### config.mk
export PLATFORM = sky130hd
export DESIGN_NAME = chs_ctrl
export DESIGN_NICKNAME = d
export VERILOG_FILES = /design/src/chs_pkg.sv /design/src/chs_ctrl.sv
export SDC_FILE = /design/constraint.sdc
export NUM_CORES = 1
export LEC_CHECK = 0
export BUFFER_PORTS_ARGS = -buffer_cell sky130_fd_sc_hd__buf_2
export CAP_MARGIN = 20
export CORE_MARGIN = 2
export CORE_UTILIZATION = 45
export DETAILED_ROUTE_END_ITERATION = 12
export PLACE_DENSITY = 0.68
export SYNTH_ARGS = -nofsm -noshare
export SYNTH_HDL_FRONTEND = slang
export SYNTH_SLANG_ARGS = --single-unit
export TNS_END_PERCENT = 5
### constraint.sdc
create_clock -name clk -period 3 [get_ports clk]
set_input_delay 0.15 -clock clk [delete_from_list [all_inputs] [get_ports clk]]
set_output_delay 0.15 -clock clk [all_outputs]
set_load 0.1 [all_outputs]
### src/chs_pkg.sv
// Package for the cosine hemisphere sampler: payload structs, datapath
// command and status types, fixed-point constants and the CORDIC angle table.
// No dependencies.
package chs_pkg;

  localparam int FRAC_BITS_DEF = 14;
  localparam int VEC_W         = 34;
  localparam int ACC_W         = 68;
  localparam int RNG_W         = 48;
  localparam int SQRT_STEPS    = 32;
  localparam int DIV_STEPS     = 31;
  localparam int CORDIC_STEPS  = 24;

  localparam logic [23:0] LCG_MUL_LO = 24'hECE66D;
  localparam logic [23:0] LCG_MUL_HI = 24'h0005DE;
  localparam logic [47:0] LCG_ADD    = 48'hB;
  localparam logic signed [VEC_W-1:0] CORDIC_GAIN = 34'sd652032874;

  typedef struct packed {
    logic signed [15:0] dir_x;
    logic signed [15:0] dir_y;
    logic signed [15:0] dir_z;
    logic signed [15:0] normal_x;
    logic signed [15:0] normal_y;
    logic signed [15:0] normal_z;
    logic signed [31:0] hit_x;
    logic signed [31:0] hit_y;
    logic signed [31:0] hit_z;
  } chs_in_t;

  typedef struct packed {
    logic signed [31:0] origin_x;
    logic signed [31:0] origin_y;
    logic signed [31:0] origin_z;
    logic signed [15:0] out_dir_x;
    logic signed [15:0] out_dir_y;
    logic signed [15:0] out_dir_z;
  } chs_out_t;

  typedef enum logic [4:0] {
    OP_NONE, OP_LOAD, OP_DOT, OP_FRAME, OP_LCG, OP_NSHR, OP_NSHL, OP_NSQ,
    OP_SQRT_INIT, OP_SQRT_STEP, OP_SQRT_SAVE, OP_DIV_INIT, OP_DIV_STEP,
    OP_DIV_SAVE, OP_SAVE_U, OP_CROSS, OP_COR_INIT, OP_COR_STEP, OP_COR_END,
    OP_CRSR, OP_DSUM, OP_OUT
  } chs_op_t;

  typedef enum logic [1:0] {
    SQ_NORM, SQ_R2S, SQ_Q
  } chs_sqsel_t;

  typedef struct packed {
    chs_op_t    op;
    logic [1:0] idx;
    logic [4:0] step;
    chs_sqsel_t sqsel;
  } chs_cmd_t;

  typedef struct packed {
    logic vzero;
    logic vbig;
    logic vsmall;
  } chs_sts_t;

  // Arc tangents of 2^-i in units of 2^-32 turns.
  function automatic logic [29:0] atan_turn(input logic [4:0] i);
    logic [29:0] r;
    case (i)
      5'd0:  r = 30'd536870912;
      5'd1:  r = 30'd316933406;
      5'd2:  r = 30'd167458907;
      5'd3:  r = 30'd85004756;
      5'd4:  r = 30'd42667331;
      5'd5:  r = 30'd21354465;
      5'd6:  r = 30'd10679838;
      5'd7:  r = 30'd5340245;
      5'd8:  r = 30'd2670163;
      5'd9:  r = 30'd1335087;
      5'd10: r = 30'd667544;
      5'd11: r = 30'd333772;
      5'd12: r = 30'd166886;
      5'd13: r = 30'd83443;
      5'd14: r = 30'd41722;
      5'd15: r = 30'd20861;
      5'd16: r = 30'd10430;
      5'd17: r = 30'd5215;
      5'd18: r = 30'd2608;
      5'd19: r = 30'd1304;
      5'd20: r = 30'd652;
      5'd21: r = 30'd326;
      5'd22: r = 30'd163;
      5'd23: r = 30'd81;
      default: r = 30'd0;
    endcase
    return r;
  endfunction

endpackage

### src/chs_ctrl.sv
// Controller of the cosine hemisphere sampler: sequences the datapath
// operations for one transaction and owns both channel handshakes.
// Depends on chs_pkg.
module chs_ctrl import chs_pkg::*; (
  input  logic     clk,
  input  logic     rst_n,
  input  logic     in_valid,
  output logic     in_stall,
  output logic     out_valid,
  input  logic     out_stall,
  input  chs_sts_t sts,
  output chs_cmd_t cmd
);

  typedef enum logic [19:0] {
    S_IDLE   = 20'h00001,
    S_DOT    = 20'h00002,
    S_FRAME  = 20'h00004,
    S_LCG    = 20'h00008,
    S_NSCALE = 20'h00010,
    S_NSQ    = 20'h00020,
    S_SQI    = 20'h00040,
    S_SQS    = 20'h00080,
    S_SQE    = 20'h00100,
    S_DIVI   = 20'h00200,
    S_DIVS   = 20'h00400,
    S_DIVE   = 20'h00800,
    S_NDONE  = 20'h01000,
    S_CROSS  = 20'h02000,
    S_CORI   = 20'h04000,
    S_CORS   = 20'h08000,
    S_CORE   = 20'h10000,
    S_CRSR   = 20'h20000,
    S_DSUM   = 20'h40000,
    S_OUT    = 20'h80000
  } state_t;

  state_t     state_r, state_nxt;
  logic [1:0] idx_r, idx_nxt;
  logic [4:0] step_r, step_nxt;
  logic       pass_r, pass_nxt;
  chs_sqsel_t sqsel_r, sqsel_nxt;
  logic       out_valid_r, out_valid_nxt;

  assign in_stall  = (state_r != S_IDLE);
  assign out_valid = out_valid_r;

  always_comb begin
    state_nxt = state_r;
    idx_nxt   = idx_r;
    step_nxt  = step_r;
    pass_nxt  = pass_r;
    sqsel_nxt = sqsel_r;
    cmd.op    = OP_NONE;
    cmd.idx   = idx_r;
    cmd.step  = step_r;
    cmd.sqsel = sqsel_r;
    case (state_r)
      S_IDLE: begin
        if (in_valid) begin
          cmd.op    = OP_LOAD;
          state_nxt = S_DOT;
          idx_nxt   = 2'd0;
        end
      end
      S_DOT: begin
        cmd.op = OP_DOT;
        if (idx_r == 2'd2) begin
          idx_nxt   = 2'd0;
          state_nxt = S_FRAME;
        end else begin
          idx_nxt = idx_r + 2'd1;
        end
      end
      S_FRAME: begin
        cmd.op    = OP_FRAME;
        state_nxt = S_LCG;
        step_nxt  = 5'd0;
      end
      S_LCG: begin
        cmd.op = OP_LCG;
        if (step_r == 5'd2) begin
          step_nxt = 5'd0;
          if (idx_r == 2'd1) begin
            idx_nxt   = 2'd0;
            pass_nxt  = 1'b0;
            state_nxt = S_NSCALE;
          end else begin
            idx_nxt = idx_r + 2'd1;
          end
        end else begin
          step_nxt = step_r + 5'd1;
        end
      end
      S_NSCALE: begin
        // A zero vector stays zero; otherwise bring the largest component
        // into the top octave one shift at a time.
        if (sts.vzero) begin
          state_nxt = S_NDONE;
        end else if (sts.vbig) begin
          cmd.op = OP_NSHR;
        end else if (sts.vsmall) begin
          cmd.op = OP_NSHL;
        end else begin
          idx_nxt   = 2'd0;
          state_nxt = S_NSQ;
        end
      end
      S_NSQ: begin
        cmd.op = OP_NSQ;
        if (idx_r == 2'd2) begin
          idx_nxt   = 2'd0;
          sqsel_nxt = SQ_NORM;
          state_nxt = S_SQI;
        end else begin
          idx_nxt = idx_r + 2'd1;
        end
      end
      S_SQI: begin
        cmd.op    = OP_SQRT_INIT;
        step_nxt  = 5'd0;
        state_nxt = S_SQS;
      end
      S_SQS: begin
        cmd.op = OP_SQRT_STEP;
        if (step_r == 5'(SQRT_STEPS - 1)) begin
          step_nxt  = 5'd0;
          state_nxt = S_SQE;
        end else begin
          step_nxt = step_r + 5'd1;
        end
      end
      S_SQE: begin
        cmd.op = OP_SQRT_SAVE;
        case (sqsel_r)
          SQ_NORM: begin
            idx_nxt   = 2'd0;
            state_nxt = S_DIVI;
          end
          SQ_R2S: begin
            sqsel_nxt = SQ_Q;
            state_nxt = S_SQI;
          end
          default: begin
            idx_nxt   = 2'd0;
            state_nxt = S_CRSR;
          end
        endcase
      end
      S_DIVI: begin
        cmd.op    = OP_DIV_INIT;
        step_nxt  = 5'd0;
        state_nxt = S_DIVS;
      end
      S_DIVS: begin
        cmd.op = OP_DIV_STEP;
        if (step_r == 5'(DIV_STEPS - 1)) begin
          step_nxt  = 5'd0;
          state_nxt = S_DIVE;
        end else begin
          step_nxt = step_r + 5'd1;
        end
      end
      S_DIVE: begin
        cmd.op = OP_DIV_SAVE;
        if (idx_r == 2'd2) begin
          idx_nxt   = 2'd0;
          state_nxt = S_NDONE;
        end else begin
          idx_nxt   = idx_r + 2'd1;
          state_nxt = S_DIVI;
        end
      end
      S_NDONE: begin
        if (pass_r) begin
          state_nxt = S_OUT;
        end else begin
          cmd.op    = OP_SAVE_U;
          idx_nxt   = 2'd0;
          step_nxt  = 5'd0;
          state_nxt = S_CROSS;
        end
      end
      S_CROSS: begin
        cmd.op = OP_CROSS;
        if (step_r == 5'd1) begin
          step_nxt = 5'd0;
          if (idx_r == 2'd2) begin
            idx_nxt   = 2'd0;
            state_nxt = S_CORI;
          end else begin
            idx_nxt = idx_r + 2'd1;
          end
        end else begin
          step_nxt = step_r + 5'd1;
        end
      end
      S_CORI: begin
        cmd.op    = OP_COR_INIT;
        step_nxt  = 5'd0;
        state_nxt = S_CORS;
      end
      S_CORS: begin
        cmd.op = OP_COR_STEP;
        if (step_r == 5'(CORDIC_STEPS - 1)) begin
          step_nxt  = 5'd0;
          state_nxt = S_CORE;
        end else begin
          step_nxt = step_r + 5'd1;
        end
      end
      S_CORE: begin
        cmd.op    = OP_COR_END;
        sqsel_nxt = SQ_R2S;
        state_nxt = S_SQI;
      end
      S_CRSR: begin
        cmd.op = OP_CRSR;
        if (idx_r == 2'd1) begin
          idx_nxt   = 2'd0;
          step_nxt  = 5'd0;
          state_nxt = S_DSUM;
        end else begin
          idx_nxt = idx_r + 2'd1;
        end
      end
      S_DSUM: begin
        cmd.op = OP_DSUM;
        if (step_r == 5'd2) begin
          step_nxt = 5'd0;
          if (idx_r == 2'd2) begin
            idx_nxt   = 2'd0;
            pass_nxt  = 1'b1;
            state_nxt = S_NSCALE;
          end else begin
            idx_nxt = idx_r + 2'd1;
          end
        end else begin
          step_nxt = step_r + 5'd1;
        end
      end
      S_OUT: begin
        if (!out_valid_r || !out_stall) begin
          cmd.op    = OP_OUT;
          state_nxt = S_IDLE;
        end
      end
      default: state_nxt = S_IDLE;
    endcase
  end

  always_comb begin
    if (cmd.op == OP_OUT) begin
      out_valid_nxt = 1'b1;
    end else if (out_valid_r && !out_stall) begin
      out_valid_nxt = 1'b0;
    end else begin
      out_valid_nxt = out_valid_r;
    end
  end

  always_ff @(posedge clk) begin
    if (!rst_n) begin
      state_r     <= S_IDLE;
      idx_r       <= 2'd0;
      step_r      <= 5'd0;
      pass_r      <= 1'b0;
      sqsel_r     <= SQ_NORM;
      out_valid_r <= 1'b0;
    end else begin
      state_r     <= state_nxt;
      idx_r       <= idx_nxt;
      step_r      <= step_nxt;
      pass_r      <= pass_nxt;
      sqsel_r     <= sqsel_nxt;
      out_valid_r <= out_valid_nxt;
    end
  end

endmodule

Yosys cells after proc, flatten, opt, wreduce, memory -nomap -nowiden
Cells that the tools add are included.
{"block": "totals", "ff_bits": 31, "inputBits": 7, "output_inout_bits": 16, "elab_cells": 136}
{"block": "op_classes", "n_addsub": 2, "eq_ne": 52, "muxes": 58, "n_reduce_logical": 18}
{"op": "$pmux 20 s20", "count": 1}
{"op": "$mux 20", "count": 18}
{"op": "$pmux 5 s20", "count": 1}
{"op": "$mux 5", "count": 8}
{"op": "$ne 2x2->1 const B", "count": 20}
{"op": "$pmux 5 s8", "count": 1}
{"op": "$pmux 18 s2", "count": 1}
{"op": "$mux 2", "count": 13}
{"op": "$eq 20x1->1 const B", "count": 1}
{"op": "$eq 20x10->1 const B", "count": 1}
{"op": "$eq 20x11->1 const B", "count": 1}
{"op": "$eq 20x12->1 const B", "count": 1}
{"op": "$eq 20x13->1 const B", "count": 1}
{"op": "$eq 20x14->1 const B", "count": 1}
{"op": "$eq 20x15->1 const B", "count": 1}
{"op": "$eq 20x16->1 const B", "count": 1}
{"op": "$eq 20x17->1 const B", "count": 1}
{"op": "$eq 20x18->1 const B", "count": 1}
{"op": "$eq 20x19->1 const B", "count": 1}
{"op": "$eq 20x2->1 const B", "count": 1}
{"op": "$eq 20x20->1 const B", "count": 1}
{"op": "$eq 20x3->1 const B", "count": 1}
{"op": "$eq 20x4->1 const B", "count": 1}
{"op": "$eq 20x5->1 const B", "count": 1}
{"op": "35 further kinds", "count": 51}

Logic depth before layout (Yosys ltp)
{"block": "depth", "ltp_word": 6, "ltp_mapped": 9, "mapped_depth_nobuf": 8}

Least setup slack after synthesis
No wires, ideal clock.
{"block": "synth_timing", "kind": "reg2reg", "startpoint": "reg step_r[0]", "endpoint": "reg state_r[15]", "setup_ns": 0.137, "arrival_time_ns": 2.753, "path_slack_ns": 0.110, "stages_incl_launch_ff": 10, "period_less_slack_ns": 2.890, "cell_sequence": "dfxtp_1 -> ha_1 -> and3_1 -> ha_1 -> nor4_1 -> a211oi_1 -> nand3_1 -> o41ai_1 -> buf_2 -> a21oi_1"}
{"block": "synth_via", "elab_chain_cells": 3, "word_cells_on_any_way": 12, "cone_classes": "eq/ne: 11; reduce/logical: 1"}
{"element": "start, declared", "line_no": "chs_ctrl.sv:40", "source": "logic [4:0] step_r, step_nxt;"}
{"element": "start signal, assigned", "line_no": "chs_ctrl.sv:273", "source": "step_r <= step_nxt;"}
{"element": "$eq 5x2->1, or another cell as far along", "line_no": "chs_ctrl.sv:82, chs_ctrl.sv:229"}
{"element": "$ne 2x2->1 (no source line)"}
{"element": "$reduce_and 16->1 (no source line) (*)"}
{"element": "end signal, assigned", "line_no": "chs_ctrl.sv:271", "source": "state_r <= state_nxt;"}
{"element": "end, declared", "line_no": "chs_ctrl.sv:38", "source": "state_t state_r, state_nxt;"}
Every way passes the cells marked *; elsewhere a longest branch is shown, timed or not.
A chain may end at the register's enable or synchronous reset.

==> impl_metrics.csv <==
group,metric,value,unit
run_status,status,"completed",
die,initial_core_util,46.23,%
route,drc,0,
critical_path,cp.arrival,2.79,ns
cells_and_area,syn_to_final_growth,46.13,%
timing,fmax,339.8,MHz
timing,maxSlewViolCount,0,
critical_path,cpMostUsedCell,"buf_4",
critical_path,crit_buf_inv,3,
synthesis,syn-mean-instance-area,8.118,um^2
critical_path,required,2.85,ns
synthesis,syn_area,2346,um^2
die,die_h,76.21,um
route,wirelength,9486,um
clock_network,clk_pin_slew_worst_paths,0.07,ns
clock_network,cts_root_buffer,"clkbuf_8",
power,fin_total_pwr,1.161,mW
critical_path,critical-path-top-delay-family,"simple AND/OR/NAND/NOR gates",
route,post_drt_via_cell_ratio,6.375,
power,peakVddDrop,0.0002047,V
die,die_w,76.21,um
grt,grt_overflow,0,
timing,min_period,2.943,ns
critical_path,slowest_delay,0.55,ns
cells_and_area,final_area,3428,um^2
power,power_density,338.6,nW/um^2
cells_and_area,layout-drive-gt1-share,38.77,%
timing,clock_skew,0.007803,ns
timing,slew_headroom,52.46,%
synthesis,netlist_top_cells_area,"dfxtp_1, nor2_1, nor4_4",
power,p_leak,1.447,nW
critical_path,cp_slowest_cell,"or4b_1",
critical_path,cp_cell_sequence,"buf_4 > nor4_4 > nand2_2 > buf_4 > or4b_1 > nor2_2 > a2111oi_0 > nand4_1 > buf_12",
placed_design,globalplace.congestion,1.030,
route,first_pass_iters,5,
route,num_vias,3028,
route,ant_nets,0,
timing,finalHoldViolations,0,
critical_path,worstSetupPathType,"register to primary output",
clock_network,cts.path.max_buffers,2,
critical_path,cp-end-kind,"primary output",
grt,antenna_found_initial,0,
synthesis,ys_seq_area_share,26.45,%
die,num_rows,26,
cells_and_area,diodes,0,
grt,first_global_vias,2850,
die,core,5075,um^2
synthesis,synth_common_cells,"nor2_1, dfxtp_1, nand2_1, a21oi_1, nor3_1",
synthesis,synth_top_area_share,26.45,%
synthesis,syn_inst,289,
placed_design,io_buffers,22,
synthesis,yosys_warnings,0,
synthesis,ys_ff_latch,31,
synthesis,synth_edf_count,0,
clock_network,cts_sinks,31,
synthesis,synth_most_common_cell,"nor2_1",
synthesis,yosysTopAreaCell,"dfxtp_1",
grt,grt_max_degree,16,
synthesis,synthArstFlopShare,0,%
timing,fin_crit_sh,98.10,%
grt,grtUsageTotal,33.13,%
clock_network,cts_inserted_buffers,5,
placed_design,post-dp-hpwl,7581,um
cells_and_area,nNetsFinal,415,
timing,max_slew.worst_pin.slew,0.7107,ns
route,wire_per_inst,19.97,um
route,drt_iter0_markers,322,
synthesis,synth.distinct_cells,65,
clock_network,insertion_delay,0.30,ns
clock_network,cts_tree,"done",
critical_path,startpoint_type,"register",
timing,rsz0062_at_grt,"true",
timing,finalSetupViolations,0,
flow_run,drv_cap,0,
clock_network,cts.htree.levels,2,
critical_path,critPathMaxFanout,6,
die,ios,23,
synthesis,synth_nets,300,
grt,grt_pass1_wl,14780,um
synthesis,synthFlopType,"dfxtp_1",
placed_design,dpl_cell_area,3233,um^2
die,design.die.area,5807,um^2
hold_path,hold_class,"primary input to register",
==> layer usage <==
metal | part of all wire, % | wire [um] | vias to the layer above | track usage, %
li1 | - | - | 1348 | -
met1 | 38 | 3621 | 1409 | 41.90
met2 | 45 | 4287 | 215 | 52.74
met3 | 11 | 1064 | 56 | 7.938
met4 | 5.4 | 513 | 0 | 16.36
met5 | 0 | 0 | - | 0
==> kinds of logic after synthesis <==
| group | after synthesis | share of synthesized area, % |
|---|---|---|
| mux | 2 | 0.9066 |
| buf+inv | 16 | 2.773 |
| flops | 31 | 26.45 |
| xor+xnor | 4 | 1.494 |
| simple gates | 170 | 48.00 |
| fa+ha+maj | 4 | 2.133 |
| compound gates | 62 | 18.24 |
==> layout make-up <==
type	count	area, um^2
multi-input cells	242	1722
fillers	453	1647
repair buffers	111	832.0
flip-flops and latches	31	620.6
well taps	70	87.58
clock buffers	6	82.58
inverters	13	48.80
clock inverters	2	35.03
==> flip-flops by register name, indices dropped and copies added (netlist names) <==
signal,count
idx_r,2
out_valid,1
pass_r,1
sqsel_r,2
state_r,20
step_r,5
==> worst paths after layout <==
kind	from	end	slack, ns	cells after the start
hold reg to reg	out_valid$_SDFFE_PN0P_	out_valid$_SDFFE_PN0P_	0.49	2
hold / removal	out_stall	out_valid$_SDFFE_PN0P_	0.13	3
setup / recovery	state_r[11]$_SDFFE_PN0P_	cmd[9]	0.06	9
setup reg to reg	state_r[0]$_SDFFE_PN1P_	state_r[14]$_SDFFE_PN0P_	0.10	10
==> per-stage QoR <==
stage / TNS (ns) / std cells / util [%] / hold slack [ns] / worst slack [ns]
after detailed placement: 0 / 465 / 63.71 / 0.4346 / 0.05053
after CTS: -0.02470 / 473 / 66.12 / 0.1240 / -0.02470
final: 0 / 475 / 67.55 / 0.1307 / 0.05688
after global routing: -0.2600 / 475 / 67.55 / 0.1605 / -0.07969
after floorplan: 0 / 289 / - / 0.2905 / 0.1100
after global placement: 0 / 465 / 63.71 / 0.4275 / 0.1353
==> worst register-to-register path, stage by stage (launching register included) <==
cell     delay, ns
dfxtp_1       0.35
nor4_4        0.47
buf_4         0.19
nand4_1       0.27
buf_4         0.26
nor3_2        0.20
nor3_1        0.09
buf_4         0.16
a41oi_2       0.18
nand4_2       0.33
nor3_1        0.29
==> power by group <==
group / total, mW / internal [mW] / switching (mW) / leakage [nW]
combinational: 0.293 / 0.108 / 0.184 / 1.14
sequential: 0.424 / 0.417 / 0.00661 / 0.250
clock: 0.445 / 0.269 / 0.176 / 0.0612
==> layout by cell type, fill, tap and decap left out, drive strengths merged, types with 2 or more instances in the layout <==
cell type	n
buf	111
dfxtp	31
o21ai	7
a2111oi	3
nand2	23
nand3	11
o22ai	2
ha	4
nor4	17
a21oi	22
nand2b	11
nand3b	3
nor3	18
a21bo	2
a31oi	3
and4b	2
nor2b	4
nand4b	7
or2	2
a211oi	7
nand4	13
xnor2	2
clkbuf	6
nor3b	2
or4	2
nor2	36
o211ai	2
and3	4
nor4b	7
or4b	2
xor2	2
inv	13
o31ai	5
or3	3
and4	2
o2111ai	2
==> repair_timing <==
action | in CTS | in global routing
pin swaps | 0 | 2
setup buffers | 0 | 2
endpoints found under the setup margin | 3 | 21
hold buffers | 0 | 0
resized for setup | 2 | 10
Note: power is estimated with default switching activity, not from simulation.
